===== src/lpr_pkg.sv =====
// Package for the line pixel rasterizer: request codes, line flag struct,
// default coordinate width and color width. No dependencies.
`default_nettype none

package lpr_pkg;

  localparam int unsigned CoordBitsDef = 12;
  localparam int unsigned ColorBits    = 8;

  typedef enum logic {
    REQ_LOAD = 1'b0,
    REQ_TICK = 1'b1
  } req_type_e;

  // Orientation of the active line.
  typedef struct packed {
    logic y_is_major;
    logic minor_descends;
  } line_flags_t;

endpackage : lpr_pkg

`default_nettype wire


===== src/line_pixel_rasterizer_core.sv =====
// Line pixel rasterizer top level: input register, line state, output register.
// A tick beat passes through the input register and then the output register before it leaves as a pixel beat.
// Throughput: one beat per cycle while the master side accepts, set by the combinational step (one add/compare).
// Loads and idle ticks emit nothing.
// Reset (rst_ni low, async): channels empty, line idle, line state zero.
`default_nettype none

module line_pixel_rasterizer_core #(
  parameter int unsigned COORD_BITS = lpr_pkg::CoordBitsDef
) (
  input  logic clk_i,
  input  logic rst_ni,

  // slave side
  input  logic                     s_axis_tvalid_i,
  output logic                     s_axis_tready_o,
  // x_start, y_start, x_end, y_end, red_in, green_in, blue_in (low to high)
  input  logic [((4*COORD_BITS+3*lpr_pkg::ColorBits+7)/8)*8-1:0] s_axis_tdata_i,
  // req_type
  input  logic                     s_axis_tuser_i,

  // master side
  output logic                     m_axis_tvalid_o,
  input  logic                     m_axis_tready_i,
  // pixel_x, pixel_y, red_out, green_out, blue_out (low to high)
  output logic [((2*COORD_BITS+3*lpr_pkg::ColorBits+7)/8)*8-1:0] m_axis_tdata_o,
  // last_pixel
  output logic                     m_axis_tlast_o
);
  import lpr_pkg::*;

  localparam int unsigned CB      = COORD_BITS;
  localparam int unsigned ColW    = 3 * ColorBits;
  localparam int unsigned InW     = ((4*CB + ColW + 7) / 8) * 8;
  localparam int unsigned OutW    = ((2*CB + ColW + 7) / 8) * 8;
  localparam int unsigned OutUsed = 2*CB + ColW;

  // ---------------------------------------------------------------------
  // Input register: holds one beat until the line stage can take it.
  // ---------------------------------------------------------------------
  logic           in_valid_q, in_valid_d;
  logic           in_type_q,  in_type_d;
  logic [InW-1:0] in_data_q,  in_data_d;

  logic advance;  // line stage may consume the held beat
  logic take;     // held beat consumed this cycle
  logic out_valid_q, out_valid_d;

  assign advance         = !out_valid_q || m_axis_tready_i;
  assign take            = in_valid_q && advance;
  assign s_axis_tready_o = !in_valid_q || advance;

  always_comb begin
    in_valid_d = in_valid_q;
    in_type_d  = in_type_q;
    in_data_d  = in_data_q;
    if (s_axis_tready_o) begin
      in_valid_d = s_axis_tvalid_i;
      in_type_d  = s_axis_tuser_i;
      in_data_d  = s_axis_tdata_i;
    end
  end

  always_ff @(posedge clk_i or negedge rst_ni) begin
    if (!rst_ni) begin
      in_valid_q <= 1'b0;
    end else begin
      in_valid_q <= in_valid_d;
    end
  end

  always_ff @(posedge clk_i) begin
    in_type_q <= in_type_d;
    in_data_q <= in_data_d;
  end

  // unpack the held beat
  logic [CB-1:0]        xs, ys, xe, ye;
  logic [ColorBits-1:0] red_in, green_in, blue_in;

  assign xs       = in_data_q[0*CB +: CB];
  assign ys       = in_data_q[1*CB +: CB];
  assign xe       = in_data_q[2*CB +: CB];
  assign ye       = in_data_q[3*CB +: CB];
  assign red_in   = in_data_q[4*CB + 0*ColorBits +: ColorBits];
  assign green_in = in_data_q[4*CB + 1*ColorBits +: ColorBits];
  assign blue_in  = in_data_q[4*CB + 2*ColorBits +: ColorBits];

  // ---------------------------------------------------------------------
  // Line state
  // ---------------------------------------------------------------------
  logic          active_q, active_d;
  logic [CB-1:0] cur_x_q, cur_x_d, cur_y_q, cur_y_d;
  logic [CB:0]   err_q, err_d;
  logic [CB-1:0] major_q, major_d, minor_q, minor_d;
  logic [CB-1:0] left_q, left_d;   // pixels still to come after the current one
  line_flags_t   flags_q, flags_d;
  logic [ColW-1:0] colour_q, colour_d;

  // setup of a new line from the held beat
  logic [CB-1:0] ld_major, ld_minor, ld_x, ld_y;
  line_flags_t   ld_flags;

  lpr_setup #(.COORD_BITS(CB)) u_setup (
    .x_start_i     (xs),
    .y_start_i     (ys),
    .x_end_i       (xe),
    .y_end_i       (ye),
    .major_delta_o (ld_major),
    .minor_delta_o (ld_minor),
    .cur_x_o       (ld_x),
    .cur_y_o       (ld_y),
    .flags_o       (ld_flags)
  );

  // next pixel position of the active line
  logic [CB-1:0] st_x, st_y;
  logic [CB:0]   st_err;

  lpr_step #(.COORD_BITS(CB)) u_step (
    .cur_x_i       (cur_x_q),
    .cur_y_i       (cur_y_q),
    .step_error_i  (err_q),
    .major_delta_i (major_q),
    .minor_delta_i (minor_q),
    .flags_i       (flags_q),
    .nxt_x_o       (st_x),
    .nxt_y_o       (st_y),
    .nxt_error_o   (st_err)
  );

  logic is_load, emit, last;

  assign is_load = take && (req_type_e'(in_type_q) == REQ_LOAD);
  assign emit    = take && (req_type_e'(in_type_q) == REQ_TICK) && active_q;
  assign last    = (left_q == '0);

  always_comb begin
    active_d = active_q;
    cur_x_d  = cur_x_q;
    cur_y_d  = cur_y_q;
    err_d    = err_q;
    major_d  = major_q;
    minor_d  = minor_q;
    left_d   = left_q;
    flags_d  = flags_q;
    colour_d = colour_q;
    if (is_load) begin
      // a load drops any line in progress
      active_d = 1'b1;
      cur_x_d  = ld_x;
      cur_y_d  = ld_y;
      err_d    = '0;
      major_d  = ld_major;
      minor_d  = ld_minor;
      left_d   = ld_major;
      flags_d  = ld_flags;
      colour_d = {red_in, green_in, blue_in};
    end else if (emit) begin
      if (last) begin
        active_d = 1'b0;
      end else begin
        cur_x_d = st_x;
        cur_y_d = st_y;
        err_d   = st_err;
        left_d  = left_q - 1'b1;
      end
    end
  end

  always_ff @(posedge clk_i or negedge rst_ni) begin
    if (!rst_ni) begin
      active_q <= 1'b0;
      cur_x_q  <= '0;
      cur_y_q  <= '0;
      err_q    <= '0;
      major_q  <= '0;
      minor_q  <= '0;
      left_q   <= '0;
      flags_q  <= '0;
      colour_q <= '0;
    end else begin
      active_q <= active_d;
      cur_x_q  <= cur_x_d;
      cur_y_q  <= cur_y_d;
      err_q    <= err_d;
      major_q  <= major_d;
      minor_q  <= minor_d;
      left_q   <= left_d;
      flags_q  <= flags_d;
      colour_q <= colour_d;
    end
  end

  // ---------------------------------------------------------------------
  // Output register
  // ---------------------------------------------------------------------
  logic [OutUsed-1:0] out_data_q, out_data_d;
  logic               out_last_q, out_last_d;

  always_comb begin
    out_valid_d = out_valid_q;
    out_data_d  = out_data_q;
    out_last_d  = out_last_q;
    if (advance) begin
      out_valid_d = emit;
      out_data_d  = {colour_q[0 +: ColorBits], colour_q[ColorBits +: ColorBits],
                     colour_q[2*ColorBits +: ColorBits], cur_y_q, cur_x_q};
      out_last_d  = last;
    end
  end

  always_ff @(posedge clk_i or negedge rst_ni) begin
    if (!rst_ni) begin
      out_valid_q <= 1'b0;
    end else begin
      out_valid_q <= out_valid_d;
    end
  end

  always_ff @(posedge clk_i) begin
    out_data_q <= out_data_d;
    out_last_q <= out_last_d;
  end

  assign m_axis_tvalid_o = out_valid_q;
  assign m_axis_tdata_o  = OutW'(out_data_q);
  assign m_axis_tlast_o  = out_last_q;

  // ---------------------------------------------------------------------
  // Assertions
  // ---------------------------------------------------------------------
  a_load_activates : assert property (@(posedge clk_i) disable iff (!rst_ni)
    is_load |=> active_q)
    else $error("line not active after load");

  a_last_ends_line : assert property (@(posedge clk_i) disable iff (!rst_ni)
    (emit && last) |=> !active_q)
    else $error("line still active after last pixel");

  a_err_bound : assert property (@(posedge clk_i) disable iff (!rst_ni)
    active_q |-> ((err_q < {1'b0, major_q}) || (err_q == '0)))
    else $error("error term out of range");

  a_out_from_tick : assert property (@(posedge clk_i) disable iff (!rst_ni)
    $rose(out_valid_q) |-> $past(emit))
    else $error("pixel beat without an active tick");

  a_hold_input : assert property (@(posedge clk_i) disable iff (!rst_ni)
    (in_valid_q && !advance) |=> (in_valid_q && $stable(in_data_q)))
    else $error("held input beat lost");

endmodule : line_pixel_rasterizer_core

`default_nettype wire


===== src/lpr_setup.sv =====
// Line setup: deltas, major axis, start point and minor direction from two
// endpoints. Pure combinational logic. Depends on lpr_pkg.
`default_nettype none

module lpr_setup #(
  parameter int unsigned COORD_BITS = lpr_pkg::CoordBitsDef
) (
  input  logic [COORD_BITS-1:0] x_start_i,
  input  logic [COORD_BITS-1:0] y_start_i,
  input  logic [COORD_BITS-1:0] x_end_i,
  input  logic [COORD_BITS-1:0] y_end_i,
  output logic [COORD_BITS-1:0] major_delta_o,
  output logic [COORD_BITS-1:0] minor_delta_o,
  output logic [COORD_BITS-1:0] cur_x_o,
  output logic [COORD_BITS-1:0] cur_y_o,
  output lpr_pkg::line_flags_t  flags_o
);
  import lpr_pkg::*;

  logic [COORD_BITS-1:0] adx, ady;
  logic [COORD_BITS-1:0] ma0, mi0, ma1, mi1;
  logic [COORD_BITS-1:0] mi_first;
  logic                  y_major, swap;

  always_comb begin
    adx = (x_end_i >= x_start_i) ? (x_end_i - x_start_i) : (x_start_i - x_end_i);
    ady = (y_end_i >= y_start_i) ? (y_end_i - y_start_i) : (y_start_i - y_end_i);
    y_major = (adx < ady);

    if (y_major) begin
      ma0 = y_start_i; mi0 = x_start_i; ma1 = y_end_i; mi1 = x_end_i;
      major_delta_o = ady;
      minor_delta_o = adx;
    end else begin
      ma0 = x_start_i; mi0 = y_start_i; ma1 = x_end_i; mi1 = y_end_i;
      major_delta_o = adx;
      minor_delta_o = ady;
    end

    // walk from the endpoint with the smaller major coordinate
    swap = (ma1 < ma0);
    mi_first = swap ? mi1 : mi0;
    flags_o.y_is_major     = y_major;
    flags_o.minor_descends = swap ? (mi0 < mi1) : (mi1 < mi0);

    if (y_major) begin
      cur_y_o = swap ? ma1 : ma0;
      cur_x_o = mi_first;
    end else begin
      cur_x_o = swap ? ma1 : ma0;
      cur_y_o = mi_first;
    end
  end

endmodule : lpr_setup

`default_nettype wire


===== src/lpr_step.sv =====
// One Bresenham step: major coordinate +1, error update, conditional minor
// step. Pure combinational logic. Depends on lpr_pkg.
`default_nettype none

module lpr_step #(
  parameter int unsigned COORD_BITS = lpr_pkg::CoordBitsDef
) (
  input  logic [COORD_BITS-1:0] cur_x_i,
  input  logic [COORD_BITS-1:0] cur_y_i,
  input  logic [COORD_BITS:0]   step_error_i,
  input  logic [COORD_BITS-1:0] major_delta_i,
  input  logic [COORD_BITS-1:0] minor_delta_i,
  input  lpr_pkg::line_flags_t  flags_i,
  output logic [COORD_BITS-1:0] nxt_x_o,
  output logic [COORD_BITS-1:0] nxt_y_o,
  output logic [COORD_BITS:0]   nxt_error_o
);
  import lpr_pkg::*;

  logic [COORD_BITS-1:0] maj, mnr, maj_nxt, mnr_nxt;
  logic [COORD_BITS:0]   err_sum;
  logic                  minor_step;

  always_comb begin
    maj = flags_i.y_is_major ? cur_y_i : cur_x_i;
    mnr = flags_i.y_is_major ? cur_x_i : cur_y_i;
    maj_nxt = maj + 1'b1;

    err_sum    = step_error_i + {1'b0, minor_delta_i};
    minor_step = (err_sum >= {1'b0, major_delta_i});
    if (minor_step) begin
      nxt_error_o = err_sum - {1'b0, major_delta_i};
      mnr_nxt     = flags_i.minor_descends ? (mnr - 1'b1) : (mnr + 1'b1);
    end else begin
      nxt_error_o = err_sum;
      mnr_nxt     = mnr;
    end

    nxt_x_o = flags_i.y_is_major ? mnr_nxt : maj_nxt;
    nxt_y_o = flags_i.y_is_major ? maj_nxt : mnr_nxt;
  end

endmodule : lpr_step

`default_nettype wire


===== config.mk =====
export PLATFORM = sky130hd
export DESIGN_NAME = line_pixel_rasterizer_core
export DESIGN_NICKNAME = d
export VERILOG_FILES = /design/src/lpr_pkg.sv /design/src/line_pixel_rasterizer_core.sv /design/src/lpr_setup.sv /design/src/lpr_step.sv
export SDC_FILE = /design/constraint.sdc
export NUM_CORES = 1
export LEC_CHECK = 0
export BUFFER_PORTS_ARGS = -buffer_cell sky130_fd_sc_hd__buf_2
export CORE_ASPECT_RATIO = 0.8
export CORE_MARGIN = 10
export CORE_UTILIZATION = 25
export DETAILED_ROUTE_END_ITERATION = 16
export GPL_TIMING_DRIVEN = 1
export SLEW_MARGIN = 20
export SYNTH_ARGS = -nofsm -noshare
export SYNTH_HDL_FRONTEND = slang
export SYNTH_HIERARCHICAL = 1
export SYNTH_SLANG_ARGS = --single-unit
export TNS_END_PERCENT = 30

===== constraint.sdc =====
create_clock -name clk_i -period 8.8 [get_ports clk_i]
set_input_delay 2.2 -clock clk_i [delete_from_list [all_inputs] [get_ports clk_i]]
set_output_delay 2.2 -clock clk_i [all_outputs]
set_load 0.01 [all_outputs]

After elaboration in Yosys (flattened, before gate mapping)

Cells that the tools add are included.

Flip-flop bits (word level): 224
Bits in latches: 0
RAM bits: 0
Bits in read-only memories: 0
Input bits: 77
Logic and storage cells: 83
Memories: 0

Add/sub/neg operators: 10
Multiply operators: 0
Divide/modulo/power cells: 0
$lt $le $gt $ge: 7
Equal/unequal tests: 1
Shift operators: 0
Muxes and demuxes: 35
Bitwise operators: 1
Reduce and logical (&&, ||, !) cells: 13

Operator list:

| cell                  | number |
|---|---|
| $mux 12               | 27 |
| $mux 13               | 4 |
| $lt 12x12->1          | 4 |
| $sub 12x12->12        | 4 |
| $add 12x1->12 const B | 2 |
| $ge 12x12->1          | 2 |
| $sub 12x1->12 const B | 2 |
| $add 13x12->13        | 1 |
| $ge 13x12->1          | 1 |
| $sub 13x12->13        | 1 |
| $logic_not 12->1      | 1 |
| $logic_and 1x1->1     | 4 |
| $mux 1                | 4 |
| $reduce_and 2->1      | 2 |
| $reduce_bool 2->1     | 2 |
| $logic_not 1->1       | 2 |
| $logic_or 1x1->1      | 2 |
| $ne 2x2->1 const B    | 1 |
| $not 1->1             | 1 |

Logic depth before layout (Yosys ltp)

Gate-level depths: netlist of the first run.

Depth after elaboration: 8
Depth in mapped cells: 34
Depth with buffers taken out: 30

Hierarchy

Netlist of the first run, hierarchy kept.

By module, submodules not included:

| module                     | times used | cells an instance | area each (um^2) | sequential area each (um^2) |
|---|---|---|---|---|
| line_pixel_rasterizer_core | 1          | 617               | 8079.0           | 6216.0 |
| lpr_setup                  | 1          | 561               | 3966.3           | 0.0 |
| lpr_step                   | 1          | 395               | 2827.7           | 0.0 |

Worst setup path after synthesis of the first run

OpenSTA, ideal clock, no wires.

Kind: register -> register
Start: register in_data_q[24]
End: register cur_x_q[1]
Arrival time: 6.698 ns
Slack: 1.977 ns
Stages on the path, launching flop included: 34
Path through: edfxtp_1 > inv_1 > ha_1 > inv_1 > fa_1 > nand3_1 > a21oi_1 > o41ai_4 > a21o_1 > buf_4 > mux2_2 > a221oi_2 > xor2_1 > inv_1 > ha_1 > nand4_1 > or3_1 > a221oi_4 > clkbuf_1 > clkbuf_1 > nand2_1 > o21ai_0 > ha_1 > a21o_1 > a21o_1 > a21o_1 > a211oi_1 > o21ai_0 > a2111oi_2 > a21oi_4 > buf_4 > mux2i_1 > nor2_1 > a21oi_1

Cells in the longest elaborated chain, start to end: 8
Elaborated cells on any way between the ends: 14
Those cells by class: 2 x add/sub; 3 x order compare; 9 x mux

RTL lines:

| what                                                  | RTL line                          | RTL |
|---|---|---|
| start, declared                                       | line_pixel_rasterizer_core.sv:43  | `logic [InW-1:0] in_data_q, in_data_d;` |
| start signal, assigned                                | line_pixel_rasterizer_core.sv:74  | `in_data_q <= in_data_d;` |
| $sub 12x12->12 / $ge 12x12->1 (equally long branches) | lpr_setup.sv:26                   | `adx = (x_end_i >= x_start_i) ? (x_end_i - x_start_i) : (x_start_i - x_end_i);` |
| $mux 12                                               | lpr_setup.sv:26                   |  |
| $lt 12x12->1                                          | lpr_setup.sv:28                   | `y_major = (adx < ady);` |
| $mux 12                                               | lpr_setup.sv:30                   | `if (y_major) begin` |
| $lt 12x12->1                                          | lpr_setup.sv:41                   | `swap = (ma1 < ma0);` |
| $mux 12, on equally long branches                     | lpr_setup.sv:50, lpr_setup.sv:42  |  |
| $mux 12 *                                             | lpr_setup.sv:46                   | `if (y_major) begin` |
| net ld_x[1]                                           | line_pixel_rasterizer_core.sv:101 | `logic [CB-1:0] ld_major, ld_minor, ld_x, ld_y;` |
| $mux 12 *                                             | line_pixel_rasterizer_core.sv:148 | `if (is_load) begin` |
| end signal, assigned                                  | line_pixel_rasterizer_core.sv:184 | `cur_x_q <= cur_x_d;` |
| end, declared                                         | line_pixel_rasterizer_core.sv:93  | `logic [CB-1:0] cur_x_q, cur_x_d, cur_y_q, cur_y_d;` |

The timed path passes the listed nets; every way through them passes the cells marked *.
A chain may end at the register's enable or synchronous reset.

Worst setup path in the final report of the first run

Start: register in_data_q[24]
End: register cur_y_q[5]

Cells in the longest elaborated chain, start to end: 8
Elaborated cells on any way between the ends: 14
Those cells by class: 2 x add/sub; 3 x order compare; 9 x mux

RTL lines:

| what                                                  | RTL line                          | RTL |
|---|---|---|
| $sub 12x12->12 / $ge 12x12->1 (equally long branches) | lpr_setup.sv:26                   |  |
| $mux 12                                               | lpr_setup.sv:26                   |  |
| $lt 12x12->1                                          | lpr_setup.sv:28                   |  |
| $mux 12                                               | lpr_setup.sv:30                   |  |
| $lt 12x12->1                                          | lpr_setup.sv:41                   |  |
| $mux 12, on equally long branches                     | lpr_setup.sv:42, lpr_setup.sv:47  |  |
| $mux 12 *                                             | lpr_setup.sv:46                   |  |
| net ld_y[5]                                           | line_pixel_rasterizer_core.sv:101 |  |
| $mux 12 *                                             | line_pixel_rasterizer_core.sv:148 |  |
| end signal, assigned                                  | line_pixel_rasterizer_core.sv:185 | `cur_y_q <= cur_y_d;` |
| end, declared                                         | line_pixel_rasterizer_core.sv:93  |  |

Marked as above.

==> results.sh, run 1 <==
export IMPL_outcome="finished clean"
export IMPL_port_buffers=127
export IMPL_synth_area_leaders="edfxtp_1, dfrtp_1, ha_1"
export IMPL_rrSetupSlack_ps=880
export IMPL_avgViaCountPerCell=5.018
export IMPL_vias=12319
export IMPL_arrival_ps=8390
export IMPL_r2r_end="cur_y_q[5]$_DFFE_PN0P_"
export IMPL_slew_limit_headroom_pct=34.31
export IMPL_grt_ovfl_total=0
export IMPL_grt_pass1_wl_mm=71.71
export IMPL_hold_buffers=0
export IMPL_synth_area_sq_um=14870
export IMPL_worstMarginPinSlew_ps=985.4
export IMPL_yosys_warnings=6
export IMPL_first_pass_iters=7
export IMPL_cts_max_path_buffers=3
export IMPL_wl_per_cell_microns=19.20
export IMPL_syn_inst=1573
export IMPL_rows=79
export IMPL_reg2reg_depth=30
export IMPL_initial_core_util_pct=25.42
export IMPL_synthToLayoutAreaGrowth_pct=15.56
export IMPL_htreeDepth=1
export IMPL_period_share_pct=90.05
export IMPL_avgSynthCellArea_sq_um=9.455
export IMPL_ys_ff_latch=224
export IMPL_worst_ep_required_time_ps=9270
export IMPL_coreArea_sq_um=58520
export IMPL_cts_tree="yes"
export IMPL_design_die_area_sq_um=69710
export IMPL_layout_drive_gt1_share_pct=14.36
export IMPL_final_max_slew_violation_count=0
export IMPL_clk_latency_ps=560
export IMPL_synth_area_leader_cell="edfxtp_1"
export IMPL_max_cap_violations=0
export IMPL_path_class="reg2reg"
export IMPL_max_stage_delay_ps=610
export IMPL_numCtsBuffers=25
export IMPL_root_buffer="clkbuf_16"
export IMPL_hp_class="reg2reg"
export IMPL_fill_cells=6180
export IMPL_first_iter_violations=1366
export IMPL_hold_path_end="colour_q[4]$_DFFE_PN0P_"
export IMPL_routabilityCongestion=0.9537
export IMPL_r2r_start="in_data_q[24]$_DFFE_PP_"
export IMPL_final_common_cell="nand2_1"
export IMPL_synth_nets=1774
export IMPL_rsz0062_at_grt="no"
export IMPL_min_from="in_data_q[68]$_DFFE_PP_"
export IMPL_max_freq_mhz=126.2
export IMPL_drt_wl_total_mm=47.14
export IMPL_fin_crit_ps=7924
export IMPL_synth_edf_count=122
export IMPL_endpoint_kind="flop"
export IMPL_worstPathMaxFanout=16
export IMPL_postCtsResizedCells=0
export IMPL_fin_tns_setup_ps=0
export IMPL_setup_viol=0
export IMPL_die_y_microns=238.2
export IMPL_grt_antenna_before_repair=3
export IMPL_place_area_sq_um=16280
export IMPL_grt_usage_pct=12.93
export IMPL_synth_ff_type="edfxtp_1"
export IMPL_finClkSkew_ps=25.83
export IMPL_drc=0
export IMPL_die_x_microns=292.7
export IMPL_final_cell_area_sq_um=17190
export IMPL_async_reset_ff_share_pct=45.54
export IMPL_path_clk_slew_ps=70
export IMPL_grt_pass1_vias=11857
export IMPL_antenna_left=0
export IMPL_cts_setup_buffers=0
export IMPL_grt_max_degree=80
export IMPL_start_kind="flop"
export IMPL_worst_path_max_delay_cell="a221oi_4"
export IMPL_final_cell_mix="nand2_1, buf_2, edfxtp_1, a21oi_1, ha_1"
export IMPL_io_pins=128
export IMPL_synth_seq_area_share_pct=41.79
export IMPL_synth_top_area_share_pct=24.63
export IMPL_nets=1867
export IMPL_synth_cell_types=91
export IMPL_clkSinkCount=224
export IMPL_whs_path_depth=2
export IMPL_hpwlAfterDp_mm=35.72
export IMPL_hold_violations=0
final cells by class:
type,count,area [sq um],share of cell area (%)
antenna,1,2.502,0.01456
clock buffer,29,640.6,3.727
clock inverter,17,232.7,1.354
inverter,99,371.6,2.162
multi-input combinational,1172,7964,46.33
sequential,224,6216,36.17
tap,769,962.2,5.598
timing repair buffer,144,798.3,4.644
cell usage after synthesis (19+ instances only):
library cell    n
nand2_1       234
edfxtp_1      122
a21oi_1       118
ha_1          117
nor2_1        108
dfrtp_1       102
inv_1          97
o21ai_0        90
mux2i_1        71
clkbuf_1       48
nand3_1        43
xnor2_1        43
a31oi_1        35
a21o_1         30
mux2_2         24
xor2_1         23
buf_2          20
nand4_1        19
worst max path at each step:
stage / from / endpoint / slack, ps / depth (start not counted)
final: in_data_q[24]$_DFFE_PP_ / cur_y_q[5]$_DFFE_PN0P_ / 880 / 30
after global routing: in_data_q[24]$_DFFE_PP_ / cur_y_q[5]$_DFFE_PN0P_ / 440 / 30
after CTS: in_data_q[24]$_DFFE_PP_ / cur_y_q[7]$_DFFE_PN0P_ / 950 / 28
after detailed placement: in_data_q[24]$_DFFE_PP_ / cur_y_q[7]$_DFFE_PN0P_ / 970 / 28
after global placement: in_data_q[24]$_DFFE_PP_ / cur_y_q[5]$_DFFE_PN0P_ / 1050 / 28
after floorplan: in_data_q[24]$_DFFE_PP_ / cur_x_q[1]$_DFFE_PN0P_ / 1980 / 33
stage by stage:
step / worst slack, ps / hold slack (ps) / util (%) / std cells
3_3_place_gp: 1050 / 420.1 / 27.83 / 2407
4_1_cts: 953.9 / 437.7 / 29.32 / 2453
6_report: 875.6 / 435.7 / 29.37 / 2455
3_5_place_dp: 970.7 / 421.2 / 27.83 / 2407
5_1_grt: 438.3 / 453.6 / 29.37 / 2454
2_1_floorplan: 1977 / 414.6 / - / 1573
logic make-up after synthesis:
logic type | share of synthesized area [%]
simple gates | 14.97
compound gates | 16.98
flops | 41.79
buf+inv | 4.846
fa+ha+maj | 10.78
mux | 6.747
xor+xnor | 3.887
critical path: cells and delay by family, from the launching register on:
| kind | cells | cell delay [ps] |
|---|---|---|
| xor gates and xnor gates | 1 | 280 |
| buffers and inverters | 5 | 850 |
| muxes | 2 | 790 |
| AOI/OAI and AO/OA | 13 | 3570 |
| and+or+nand+nor | 5 | 820 |
| DFF | 1 | 400 |
| adders and majority gates | 4 | 1120 |
layer usage:
layer / vias to the layer above / track usage (%) / share of wire (%) / wire (microns)
li1: 5823 / - / - / -
met1: 6003 / 19.41 / 49 / 23060
met2: 436 / 18.46 / 41 / 19330
met3: 55 / 3.007 / 8.3 / 3926
met4: 2 / 2.496 / 1.7 / 816
met5: - / 0 / 0.019 / 9
registers in the layout (all words and copies together) (netlist names):
signal           count
colour_q            24
in_type_q            1
minor_q             12
cur_x_q             12
left_q              12
m_axis_tlast_o       1
err_q               13
cur_y_q             12
in_valid_q           1
major_q             12
m_axis_tvalid_o      1
m_axis_tdata_o      48
in_data_q           72
active_q             1
flags_q              2
Power of run 1 is left out: the tool's default activity adds up to more than one toggle a clock period on the data nets, which glitch-free logic cannot reach.
==> run 2: changes to the inputs <==
- CORE_ASPECT_RATIO: 0.8 -> 1.4
==> run 2 against run 1 <==
Effect of this change:
- cell count decreased by 0.73%
- core utilization shrank 0.26 points
- critical path depth down 2
- flip-flop and latch count is the same
- setup slack lost 2.3 ps
- first-iteration DRC count down 34%
- highest routed layer is now met4
- via count down 1.8%
- fmax is essentially flat
- sequential share of layout area grew 0.20 points
==> results.sh, run 2 (synthesis gave the netlist of run 1 again) <==
export IMPL_htreeDepth=1
export IMPL_cts_tree="yes"
export IMPL_arrival_ps=8360
export IMPL_fill_cells=6102
export IMPL_whs_path_depth=2
export IMPL_grt_max_degree=101
export IMPL_endpoint_kind="flop"
export IMPL_r2r_end="cur_x_q[11]$_DFFE_PN0P_"
export IMPL_final_max_slew_violation_count=0
export IMPL_rows=105
export IMPL_grt_pass1_vias=11870
export IMPL_design_die_area_sq_um=69790
export IMPL_wl_met2_mm=21.68
export IMPL_reg2reg_depth=28
export IMPL_die_y_microns=308.6
export IMPL_final_common_cell="nand2_1"
export IMPL_max_cap_violations=0
export IMPL_largest_register="in_data_q"
export IMPL_cpMostUsedCell="a21o_1"
export IMPL_clk_latency_ps=560
export IMPL_path_class="reg2reg"
export IMPL_cts_setup_buffers=0
export IMPL_final_cell_mix="nand2_1, buf_2, edfxtp_1, a21oi_1, ha_1"
export IMPL_regArea_sq_um=6216
export IMPL_root_buffer="clkbuf_16"
export IMPL_initial_core_util_pct=25.33
export IMPL_die_x_microns=226.1
export IMPL_rsz0062_at_grt="no"
export IMPL_routabilityCongestion=0.9295
export IMPL_antenna_left=0
export IMPL_postCtsResizedCells=0
export IMPL_start_kind="flop"
export IMPL_cts_max_path_buffers=3
export IMPL_max_freq_mhz=126.2
export IMPL_hold_violations=0
export IMPL_worst_ep_required_time_ps=9230
export IMPL_worst_path_max_delay_cell="a2111oi_2"
export IMPL_r2r_start="in_data_q[3]$_DFFE_PP_"
export IMPL_numCtsBuffers=26
export IMPL_drt_wl_total_mm=44.75
export IMPL_hpwlAfterDp_mm=33.87
export IMPL_finClkSkew_ps=18.52
export IMPL_fin_crit_ps=7927
export IMPL_first_pass_iters=7
export IMPL_worstPathMaxFanout=37
export IMPL_period_share_pct=90.08
export IMPL_place_area_sq_um=16270
export IMPL_routed_top_layer="met4"
export IMPL_holdWs_ps=434.8
export IMPL_grt_usage_pct=12.41
export IMPL_synthToLayoutAreaGrowth_pct=14.93
export IMPL_rrSetupSlack_ps=870
export IMPL_drc=0
export IMPL_dp_cells=2388
export IMPL_coreArea_sq_um=58730
export IMPL_setup_viol=0
export IMPL_grt_antenna_before_repair=1
export IMPL_wl_per_cell_microns=18.36
export IMPL_path_clk_slew_ps=70
export IMPL_hp_class="reg2reg"
export IMPL_largest_reg_flops=72
export IMPL_fin_cells=2437
export IMPL_vias=12097
export IMPL_min_from="in_data_q[70]$_DFFE_PP_"
export IMPL_wl_met1_mm=18.94
export IMPL_outcome="finished clean"
export IMPL_hold_buffers=0
export IMPL_clkSinkCount=224
export IMPL_worstMarginPinSlew_ps=943.8
export IMPL_nets=1868
export IMPL_hold_path_end="colour_q[6]$_DFFE_PN0P_"
export IMPL_slew_limit_headroom_pct=36.26
export IMPL_layout_drive_gt1_share_pct=14.46
export IMPL_grt_pass1_wl_mm=68.63
export IMPL_final_cell_area_sq_um=17090
export IMPL_avgViaCountPerCell=4.964
export IMPL_max_stage_delay_ps=490
export IMPL_port_buffers=127
export IMPL_multiInputGateArea_sq_um=7963
export IMPL_grt_ovfl_total=0
export IMPL_io_pins=128
export IMPL_first_iter_violations=903
export IMPL_fin_tns_setup_ps=0
export IMPL_dr_wl_met3_mm=2.090
run 2: layer usage:
| layer | vias up | global-route usage [%] |
|---|---|---|
| li1 | 5842 | - |
| met1 | 5831 | 15.37 |
| met2 | 342 | 20.82 |
| met3 | 82 | 1.752 |
| met4 | 0 | 6.050 |
| met5 | - | 0 |
run 2: worst max-delay path, delay by kind of cell (launching register included):
kind / cells / cell delay (ps)
buf+inv: 4 / 840
simple gates: 3 / 610
xor+xnor: 1 / 310
flops: 1 / 430
compound gates: 15 / 3890
mux: 2 / 740
fa+ha+maj: 3 / 930
run 2: stage by stage:
step / util, % / setup slack (ps)
6_report: 29.11 / 873.3
5_1_grt: 29.11 / 368.9
4_1_cts: 29.09 / 966.3
3_5_place_dp: 27.70 / 993.1
3_3_place_gp: 27.66 / 792.0
2_1_floorplan: - / 1977
run 2: worst max path at each step:
stage / from / end / slack, ps / cells past startpoint
detailed placement: in_data_q[3]$_DFFE_PP_ / cur_x_q[11]$_DFFE_PN0P_ / 990 / 28
CTS: in_data_q[3]$_DFFE_PP_ / cur_x_q[11]$_DFFE_PN0P_ / 970 / 28
global route: in_data_q[3]$_DFFE_PP_ / cur_x_q[11]$_DFFE_PN0P_ / 370 / 28
floorplan: in_data_q[24]$_DFFE_PP_ / cur_x_q[1]$_DFFE_PN0P_ / 1980 / 33
finish: in_data_q[3]$_DFFE_PP_ / cur_x_q[11]$_DFFE_PN0P_ / 870 / 28
global placement: in_data_q[3]$_DFFE_PP_ / cur_y_q[9]$_DFFE_PN0P_ / 790 / 24
run 2: final cells by class:
cell class / instances / area share, %
diodes: 1 / 0.01464
clock buffers: 30 / 3.894
clock inverters: 18 / 0.8710
inverters: 99 / 2.174
multi-input cells: 1172 / 46.58
flip-flops and latches: 224 / 36.36
well taps: 749 / 5.482
repair buffers: 144 / 4.619
Power of run 2 is left out for the same reason.
==> run 3: changes to the inputs <==
- CORE_UTILIZATION: 25 -> 50
- PLACE_DENSITY: default -> 0.69
==> run 3 against run 2 <==
Effect of this change:
- critical path type unchanged
- sequential share of layout area rose by 1.2 points
- setup slack improved by 190 ps
- clock skew fell by 7.9 ps
- clock-buffer cell count fell by 2
- first-iteration DRC count rose by 6.5%
- critical endpoint is now cur_y_q[1]$_DFFE_PN0P_
- flip-flop and latch count did not move
- non-clock buffer count rose by 1
- die area fell by 47%
==> results.sh, run 3 (synthesis gave the netlist of run 1 again) <==
export IMPL_outcome="finished clean"
export IMPL_grt_ovfl_total=0
export IMPL_final_max_slew_violation_count=0
export IMPL_nets=1866
export IMPL_rrSetupSlack_ps=1060
export IMPL_antenna_cells=0
export IMPL_root_buffer="clkbuf_16"
export IMPL_largest_reg_flops=72
export IMPL_fin_tns_setup_ps=0
export IMPL_first_pass_iters=6
export IMPL_numCtsBuffers=23
export IMPL_slew_limit_headroom_pct=23.67
export IMPL_grt_max_degree=95
export IMPL_path_class="reg2reg"
export IMPL_worst_ep_required_time_ps=9260
export IMPL_wl_per_cell_microns=19.13
export IMPL_synthToLayoutAreaGrowth_pct=11.24
export IMPL_finClkSkew_ps=10.61
export IMPL_fill_cells=2583
export IMPL_first_iter_violations=962
export IMPL_io_pins=128
export IMPL_path_clk_slew_ps=60
export IMPL_worstPathMaxFanout=18
export IMPL_final_util_pct=56.55
export IMPL_vias=11979
export IMPL_hp_class="reg2reg"
export IMPL_cts_setup_buffers=0
export IMPL_max_freq_mhz=129.2
export IMPL_whs_path_depth=2
export IMPL_start_kind="flop"
export IMPL_cts_tree="yes"
export IMPL_cts_max_path_buffers=3
export IMPL_grt_pass1_vias=12040
export IMPL_final_common_cell="nand2_1"
export IMPL_die_x_microns=165.8
export IMPL_reg2reg_depth=29
export IMPL_coreArea_sq_um=29260
export IMPL_setup_viol=0
export IMPL_avgViaCountPerCell=5.809
export IMPL_min_from="in_data_q[59]$_DFFE_PP_"
export IMPL_max_cap_violations=0
export IMPL_largest_register="in_data_q"
export IMPL_endpoint_kind="flop"
export IMPL_grt_pass1_wl_mm=63.30
export IMPL_clk_latency_ps=540
export IMPL_r2r_start="in_data_q[24]$_DFFE_PP_"
export IMPL_grt_usage_pct=20.38
export IMPL_holdWs_ps=436.4
export IMPL_max_stage_delay_ps=660
export IMPL_clkSinkCount=224
export IMPL_layout_drive_gt1_share_pct=14.45
export IMPL_grt_antenna_before_repair=0
export IMPL_die_y_microns=224.1
export IMPL_worstMarginPinSlew_ps=1130
export IMPL_routabilityCongestion=0.9724
export IMPL_postCtsResizedCells=0
export IMPL_hold_buffers=0
export IMPL_fin_crit_ps=7738
export IMPL_hold_path_end="colour_q[11]$_DFFE_PN0P_"
export IMPL_r2r_end="cur_y_q[1]$_DFFE_PN0P_"
export IMPL_htreeDepth=1
export IMPL_hpwlAfterDp_mm=29.56
export IMPL_port_buffers=127
export IMPL_antenna_left=0
export IMPL_worst_path_max_delay_cell="a21oi_4"
export IMPL_period_share_pct=87.93
export IMPL_final_cell_mix="nand2_1, buf_2, edfxtp_1, a21oi_1, ha_1"
export IMPL_initial_core_util_pct=50.83
export IMPL_rows=74
export IMPL_design_die_area_sq_um=37140
export IMPL_rsz0062_at_grt="no"
export IMPL_hold_violations=0
export IMPL_drt_wl_total_mm=39.44
export IMPL_arrival_ps=8200
export IMPL_drc=0
[run 3: cell types whose count changed in the layout (fill, tap and decap cells not counted), sizes merged]
cell,change
buf,+1
clkbuf,-2
clkinv,-7
clkinvlp,+2
diode,-1
inv,+1
[run 3: through the flow]
stage                     std cells  instance area [sq um]  setup slack, ps
final                          2062                  16540             1062
after global routing           2062                  16540            618.4
after CTS                      2062                  16540             1081
after detailed placement       2020                  15800             1116
after global placement         2020                  15800             1344
after floorplan                1573                  14870             1977
[run 3: worst max path at each step]
stage	startpoint	end	slack (ps)	cells after the start
floorplan	in_data_q[24]$_DFFE_PP_	cur_x_q[1]$_DFFE_PN0P_	1980	33
global placement	in_data_q[24]$_DFFE_PP_	cur_x_q[1]$_DFFE_PN0P_	1340	29
detailed placement	in_data_q[24]$_DFFE_PP_	cur_y_q[2]$_DFFE_PN0P_	1120	29
CTS	in_data_q[24]$_DFFE_PP_	cur_y_q[2]$_DFFE_PN0P_	1080	29
global route	in_data_q[24]$_DFFE_PP_	cur_y_q[3]$_DFFE_PN0P_	620	29
finish	in_data_q[24]$_DFFE_PP_	cur_y_q[1]$_DFFE_PN0P_	1060	29
[run 3: worst max-delay path: cells and delay by family (launching register included)]
kind / cells / cell delay, ps
simple gates: 4 / 710
flops: 1 / 390
mux: 2 / 640
xor+xnor: 1 / 320
fa+ha+maj: 4 / 1200
buf+inv: 5 / 870
compound gates: 13 / 3520
[run 3: cell type report]
type	instances	area, sq um	area share (%)
Clock buffer	28	614.3	3.713
Timing Repair Buffer	145	773.2	4.674
Tap cell	380	475.5	2.874
Sequential cell	224	6216	37.57
Inverter	99	371.6	2.246
Clock inverter	14	132.6	0.8016
Multi-Input combinational cell	1172	7961	48.12
[run 3: routing by layer]
layer | GRT usage, % | wire [microns]
met5 | 0 | 0
met4 | 7.675 | 1167
met3 | 3.329 | 2273
met2 | 34.95 | 19460
met1 | 25.24 | 16540
Power of run 3 is left out for the same reason.
